$ cat src/rtl/psf_pkg.sv
package psf_pkg;

   localparam int DATA_W         = 32;
   localparam int MAX_PRIMES_DEF = 64;
   localparam int DIV_STEPS      = DATA_W;
   localparam int DIV_CNT_W      = $clog2(DIV_STEPS + 1);

   typedef enum logic [2:0] {
      ST_IDLE,
      ST_READ,
      ST_START,
      ST_WAIT,
      ST_EMIT
   } state_type;

   typedef struct packed {
      logic              start;
      logic [DATA_W-1:0] dividend;
      logic [DATA_W-1:0] divisor;
   } div_req_type;

   typedef struct packed {
      logic done;
      logic rem_zero;
   } div_rsp_type;

endpackage

$ cat src/rtl/psf_divider.sv
// restoring remainder unit, one quotient bit per cycle
module psf_divider (
   input  logic                 clock,
   input  logic                 reset,
   input  psf_pkg::div_req_type div_req,
   output psf_pkg::div_rsp_type div_rsp
);

   logic [psf_pkg::DATA_W-1:0]    dvd_ff, dvd_in;
   logic [psf_pkg::DATA_W-1:0]    dsr_ff, dsr_in;
   logic [psf_pkg::DATA_W-1:0]    rem_ff, rem_in;
   logic [psf_pkg::DIV_CNT_W-1:0] cnt_ff, cnt_in;
   logic                          done_ff, done_in;
   logic [psf_pkg::DATA_W:0]      trial;
   logic [psf_pkg::DATA_W:0]      diff;

   always_comb begin
      trial   = {rem_ff, dvd_ff[psf_pkg::DATA_W-1]};
      diff    = trial - {1'b0, dsr_ff};
      dvd_in  = dvd_ff;
      dsr_in  = dsr_ff;
      rem_in  = rem_ff;
      cnt_in  = cnt_ff;
      done_in = 1'b0;
      if (div_req.start) begin
         dvd_in = div_req.dividend;
         dsr_in = div_req.divisor;
         rem_in = '0;
         cnt_in = psf_pkg::DIV_CNT_W'(psf_pkg::DIV_STEPS);
      end else if (cnt_ff != '0) begin
         dvd_in = {dvd_ff[psf_pkg::DATA_W-2:0], 1'b0};
         // no borrow means the divisor fits into the partial remainder
         if (!diff[psf_pkg::DATA_W]) begin
            rem_in = diff[psf_pkg::DATA_W-1:0];
         end else begin
            rem_in = trial[psf_pkg::DATA_W-1:0];
         end
         cnt_in  = cnt_ff - 1'b1;
         done_in = (cnt_ff == psf_pkg::DIV_CNT_W'(1));
      end
   end

   always_ff @(posedge clock) begin
      if (reset) begin
         cnt_ff  <= '0;
         done_ff <= 1'b0;
      end else begin
         cnt_ff  <= cnt_in;
         done_ff <= done_in;
      end
      dvd_ff <= dvd_in;
      dsr_ff <= dsr_in;
      rem_ff <= rem_in;
   end

   assign div_rsp.done     = done_ff;
   assign div_rsp.rem_zero = (rem_ff == '0);

endmodule

$ cat src/rtl/psf_table.sv
// prime store, one write and one registered read per cycle
module psf_table #(
   parameter int DEPTH = psf_pkg::MAX_PRIMES_DEF,
   parameter int IDX_W = (DEPTH > 1) ? $clog2(DEPTH) : 1
) (
   input  logic                       clock,
   input  logic                       wr_en,
   input  logic [IDX_W-1:0]           wr_addr,
   input  logic [psf_pkg::DATA_W-1:0] wr_data,
   input  logic [IDX_W-1:0]           rd_addr,
   output logic [psf_pkg::DATA_W-1:0] rd_data
);

   logic [psf_pkg::DATA_W-1:0] mem [DEPTH];
   logic [psf_pkg::DATA_W-1:0] rd_data_ff;

   always_ff @(posedge clock) begin
      if (wr_en) begin
         mem[wr_addr] <= wr_data;
      end
   end

   always_ff @(posedge clock) begin
      rd_data_ff <= mem[rd_addr];
   end

   assign rd_data = rd_data_ff;

endmodule

$ cat src/rtl/prime_sieve_filter_core.sv
// channel   direction  handshake            payload
// req       in         req_valid/req_stall  req_candidate[31:0]
// rsp       out        rsp_valid/rsp_stall  rsp_prime_value[31:0], rsp_unverified
//
// an item is tested against each stored prime in turn, from the first entry up;
// each test is a table read, a divider start, 32 remainder steps and a done flag
// a divisible candidate ends the scan early and gives no item on rsp
// reset clears the prime count; table entries are only read below the count
// req_stall is high while an item is in work; a stalled rsp item holds the next one
module prime_sieve_filter_core #(
   parameter int MAX_PRIMES = psf_pkg::MAX_PRIMES_DEF
) (
   input  logic                       clock,
   input  logic                       reset,
   input  logic                       req_valid,
   output logic                       req_stall,
   input  logic [psf_pkg::DATA_W-1:0] req_candidate,
   output logic                       rsp_valid,
   input  logic                       rsp_stall,
   output logic [psf_pkg::DATA_W-1:0] rsp_prime_value,
   output logic                       rsp_unverified
);

   localparam int IDX_W = (MAX_PRIMES > 1) ? $clog2(MAX_PRIMES) : 1;
   localparam int CNT_W = $clog2(MAX_PRIMES + 1);

   psf_pkg::state_type          state_ff, state_in;
   logic [psf_pkg::DATA_W-1:0]  cand_ff, cand_in;
   logic [IDX_W-1:0]            idx_ff, idx_in;
   logic [CNT_W-1:0]            count_ff, count_in;
   logic                        rsp_valid_ff, rsp_valid_in;
   logic [psf_pkg::DATA_W-1:0]  rsp_value_ff, rsp_value_in;
   logic                        rsp_unver_ff, rsp_unver_in;
   logic [CNT_W-1:0]            next_idx;
   logic                        full;
   logic                        wr_en;
   logic [psf_pkg::DATA_W-1:0]  rd_data;
   psf_pkg::div_req_type        div_req;
   psf_pkg::div_rsp_type        div_rsp;

   psf_table #(
      .DEPTH (MAX_PRIMES),
      .IDX_W (IDX_W)
   ) u_table (
      .clock   (clock),
      .wr_en   (wr_en),
      .wr_addr (count_ff[IDX_W-1:0]),
      .wr_data (cand_ff),
      .rd_addr (idx_ff),
      .rd_data (rd_data)
   );

   psf_divider u_divider (
      .clock   (clock),
      .reset   (reset),
      .div_req (div_req),
      .div_rsp (div_rsp)
   );

   assign full     = (count_ff == CNT_W'(MAX_PRIMES));
   assign next_idx = CNT_W'(idx_ff) + 1'b1;

   always_ff @(posedge clock) begin
      if (reset) begin
         state_ff     <= psf_pkg::ST_IDLE;
         count_ff     <= '0;
         rsp_valid_ff <= 1'b0;
      end else begin
         state_ff     <= state_in;
         count_ff     <= count_in;
         rsp_valid_ff <= rsp_valid_in;
      end
      cand_ff      <= cand_in;
      idx_ff       <= idx_in;
      rsp_value_ff <= rsp_value_in;
      rsp_unver_ff <= rsp_unver_in;
   end

   always_comb begin
      state_in         = state_ff;
      cand_in          = cand_ff;
      idx_in           = idx_ff;
      count_in         = count_ff;
      rsp_valid_in     = rsp_valid_ff && rsp_stall;
      rsp_value_in     = rsp_value_ff;
      rsp_unver_in     = rsp_unver_ff;
      wr_en            = 1'b0;
      req_stall        = 1'b1;
      div_req.start    = 1'b0;
      div_req.dividend = cand_ff;
      div_req.divisor  = rd_data;
      unique case (state_ff)
         psf_pkg::ST_IDLE: begin
            req_stall = 1'b0;
            if (req_valid) begin
               cand_in = req_candidate;
               idx_in  = '0;
               // zero and one are dropped without a scan
               if (req_candidate[psf_pkg::DATA_W-1:1] != '0) begin
                  state_in = (count_ff == '0) ? psf_pkg::ST_EMIT : psf_pkg::ST_READ;
               end
            end
         end
         psf_pkg::ST_READ: begin
            state_in = psf_pkg::ST_START;
         end
         psf_pkg::ST_START: begin
            div_req.start = 1'b1;
            state_in      = psf_pkg::ST_WAIT;
         end
         psf_pkg::ST_WAIT: begin
            if (div_rsp.done) begin
               if (div_rsp.rem_zero) begin
                  state_in = psf_pkg::ST_IDLE;
               end else if (next_idx == count_ff) begin
                  state_in = psf_pkg::ST_EMIT;
               end else begin
                  idx_in   = next_idx[IDX_W-1:0];
                  state_in = psf_pkg::ST_READ;
               end
            end
         end
         psf_pkg::ST_EMIT: begin
            // wait for the output register to free up
            if (!rsp_valid_ff || !rsp_stall) begin
               rsp_valid_in = 1'b1;
               rsp_value_in = cand_ff;
               rsp_unver_in = full;
               if (!full) begin
                  wr_en    = 1'b1;
                  count_in = count_ff + 1'b1;
               end
               state_in = psf_pkg::ST_IDLE;
            end
         end
         default: begin
            state_in = psf_pkg::ST_IDLE;
         end
      endcase
   end

   assign rsp_valid       = rsp_valid_ff;
   assign rsp_prime_value = rsp_value_ff;
   assign rsp_unverified  = rsp_unver_ff;

endmodule

$ cat config.mk
export PLATFORM = sky130hd
export DESIGN_NAME = prime_sieve_filter_core
export DESIGN_NICKNAME = d
export VERILOG_FILES = /design/src/rtl/psf_pkg.sv /design/src/rtl/psf_divider.sv /design/src/rtl/psf_table.sv /design/src/rtl/prime_sieve_filter_core.sv
export SDC_FILE = /design/constraint.sdc
export NUM_CORES = 2
export LEC_CHECK = 0
export BUFFER_PORTS_ARGS = -buffer_cell sky130_fd_sc_hd__buf_2
export CORE_AREA = 2 2 471 473
export DETAILED_ROUTE_END_ITERATION = 8
export DIE_AREA = 0 0 473 475
export SYNTH_ARGS = -nofsm -noshare
export SYNTH_HDL_FRONTEND = slang
export SYNTH_SLANG_ARGS = --single-unit
$ cat constraint.sdc
create_clock -name clock -period 10.05 [get_ports clock]
set_clock_uncertainty 0.2 [all_clocks]
set_input_delay 0.5025 -clock clock [delete_from_list [all_inputs] [get_ports clock]]
set_output_delay 0.5025 -clock clock [all_outputs]
set_load 0.05 [all_outputs]
==> metrics <==
Worst Hold Depth 2; htree depth 4; Clock Sinks 2265; drt pass-1 iters 5; synth cell count leaders 2183 x edfxtp_1, 672 x mux4_2, 150 x nand2_1; Setup WS pre-CTS roughly 5400 ps; clock latency on the worst-skew pair 860 ps; Detail Route Antenna Nets 0; Synth top area share between 70% and 80%; post-synthesis sequential area ratio 76.9%; leakage power approximately 31 nW; hold endpoint cand_ff[0]$_DFFE_PP_; most common cell in the synthesized netlist edfxtp_1; Reg2Reg Depth 8; Syn Nets 3930; nets@finish 4197; Final Util 45.4%; Die H approximately 480 um; Min-Delay Startpoint req_candidate[0]; Synth area leader edfxtp_1; detailed-route wire length per cell approximately 31 um; slew margin rel. between 20 and 25%; post-cts gate resize count 0; Synth Register Bits 2265; vias in the first global route about 42000; yosys synthesis warning count 0; Max Slew Vio Count 0; first-pass GRT wire length 315 mm; WP data required 10330 ps; unrepaired setup endpoints after global routing no; DIE AREA 225000 um2; syn_area_per_cell 22.7 um2; CTS root buf clkbuf_16; setup TNS 0 ps; initial antenna violation count 17; CTS buffer count 219; setup repair bufs after CTS 0; vias post-DR 41200; post-synthesis cell type count 70; Fin. Hold Viols 0; Peak Freq 0.214 GHz; 1st-iter DRT viols approximately 5000; pwr dens 216 nW/um2; worst reg2reg path endpoint u_table.mem[31][3]$_DFFE_PP_; CP max FO 25; I/O Pins between 70 and 80; Mapped Cells 3855; Async SR Flop Fraction 0%; EDFF count, synth roughly 2200; # setup viols final 0; post-detailed-routing wire length 222 mm; number of port buffers 70; Initial Util 39.9%; clock edge transition at the registers on the reported setup and hold paths 70 ps; die width 473 um; GPL Wtd Cong 0.827; Slew @ Worst Pin 1160 ps; Hold WC Path Type in -> reg; final setup slack of the worst path 5380 ps; mapped cell area 87400 um2; GRT Util Overall 19.8%; flop2flop setup slack 5380 ps; WHS 143 ps; crit path time final 4670 ps; Crit Path Category reg -> reg; area grow syn2layout 13.7%; Final HPWL DP about 120 mm; worst reg2reg path startpoint count_ff[4]$_SDFFE_PP0P_; placed insts 6735; TritonCTS clock tree built; vias per inst 5.73; Top FF cell, synth edfxtp_1; non-filler instance count after layout 7195; Cell Rows between 150 and 200; largest net degree at the start of global routing 138; Crit. End Element flop; CP Data Arrival Time a little under 5000 ps; largest cells by area after synthesis edfxtp_1 75%, mux4_2 17%, dfxtp_1 1.9%; Peak VDD IR 186 uV; Congestion Overflow GR 0; status finished, final reports clean; Fillers roughly 18000; clock tree buffer depth 3; share of cells above drive strength 1 29.6%; max_cap viols 0; period utilisation layout 46.5%; critical path startpoint category flop; core footprint 219000 um2; DRC errors left 0
worst max path at each step:
| stage | cells past startpoint | slack (ps) | startpoint | end |
|---|---|---|---|---|
| 5_1_grt | 6 | 5120 | idx_ff[0]$_SDFFCE_PN0P_ | u_table.rd_data[31]$_DFF_P_ |
| 3_5_place_dp | 6 | 5430 | idx_ff[0]$_SDFFCE_PN0P_ | u_table.rd_data[31]$_DFF_P_ |
| 2_1_floorplan | 6 | 4860 | rsp_valid$_SDFF_PP0_ | u_table.mem[63][0]$_DFFE_PP_ |
| 3_3_place_gp | 6 | 5440 | idx_ff[0]$_SDFFCE_PN0P_ | u_table.rd_data[31]$_DFF_P_ |
| 4_1_cts | 6 | 5400 | idx_ff[0]$_SDFFCE_PN0P_ | u_table.rd_data[31]$_DFF_P_ |
| 6_report | 8 | 5380 | count_ff[4]$_SDFFE_PP0P_ | u_table.mem[31][3]$_DFFE_PP_ |
flip-flops by register name, indices dropped and copies added, names as in the netlist, 7 cells and up:
signal and cells:
u_table.mem 2048, cand_ff 32, rsp_prime_value 32, u_divider.dsr_ff 32
u_divider.dvd_ff 32, u_divider.rem_ff 32, u_table.rd_data 32, count_ff 7
per-stage QoR:
step                power (mW)  instance area (um2)
floorplan                 12.9                87400
global placement          13.6                92000
detailed placement        13.7                92000
CTS                       21.6                99300
global route              22.2                99300
finish                    21.5                99400
cell type report:
| cell class | instances | area [um2] | share of cell area (%) |
|---|---|---|---|
| diodes | 9 | 22.5 | 0.0227 |
| clock buffers | 259 | 5660 | 5.70 |
| clock inverters | 155 | 1320 | 1.33 |
| inverters | 48 | 181 | 0.183 |
| multi-input cells | 1351 | 19600 | 19.7 |
| flip-flops and latches | 2265 | 67200 | 67.6 |
| well taps | 2871 | 3590 | 3.62 |
| repair buffers | 237 | 1770 | 1.78 |
worst max-delay path, stage by stage (launching register included):
cell	delay (ps)
dfxtp_1	530
or3_1	680
nor3b_1	150
and2_1	210
nor2b_1	280
and2_1	250
nand3_1	800
nor2_4	610
buf_4	530
routing by layer:
layer	vias to the layer above	GRT usage, %	share of wire, %
met2	1576	33.1	50
met3	275	3.96	7.7
met5	-	0	0
met4	0	5.05	2.1
li1	16900	-	-
met1	22500	26.8	40
where the power goes:
group | switching [mW] | internal, mW
clock network | 3.56 | 4.41
logic | 1.55 | 1.01
registers | 0.202 | 10.7
total | 5.31 | 16.2
timing repair:
| item | 4_1_cts | 5_1_grt |
|---|---|---|
| setup endpoints to repair | 0 | 0 |
| hold buffers | 37 | 0 |
| endpoints found under the hold margin | 47 | 0 |
logic make-up (layout without fill, tap and decap cells):
logic type      count (synthesis)  in the layout  synth area share, %
fa+ha+maj                      39             39                0.567
compound gates                188            188                 1.33
flops                        2265           2265                 76.9
mux                           694            694                 17.6
xor+xnor                       43             43                0.431
buf+inv                       239            699                 1.20
simple gates                  387            387                 1.97
other cells                     0              9                    0
layout by cell type, fill, tap and decap left out, drive strengths merged, types with 4 or more instances in the layout:
cell and n:
edfxtp 2183, mux4 672, clkbuf 259, buf 200
nand2 151, clkinv 125, nor2 124, dfxtp 82
a21oi 65, inv 56, o21ai 48, ha 38
dlygate4sd3 37, nor3 23, xnor2 23, xor2 20
mux2i 20, nor4 17, nand3 15, bufinv 14
nand4 11, a211oi 11, diode 9, a21o 8
o21a 8, clkinvlp 8, or3 8, nand2b 7
a31oi 6, and3 6, o21bai 6, and2 6
o31ai 5, nor2b 4, or2 4, o31a 4
No activity file was read; power rests on OpenSTA's default activity.
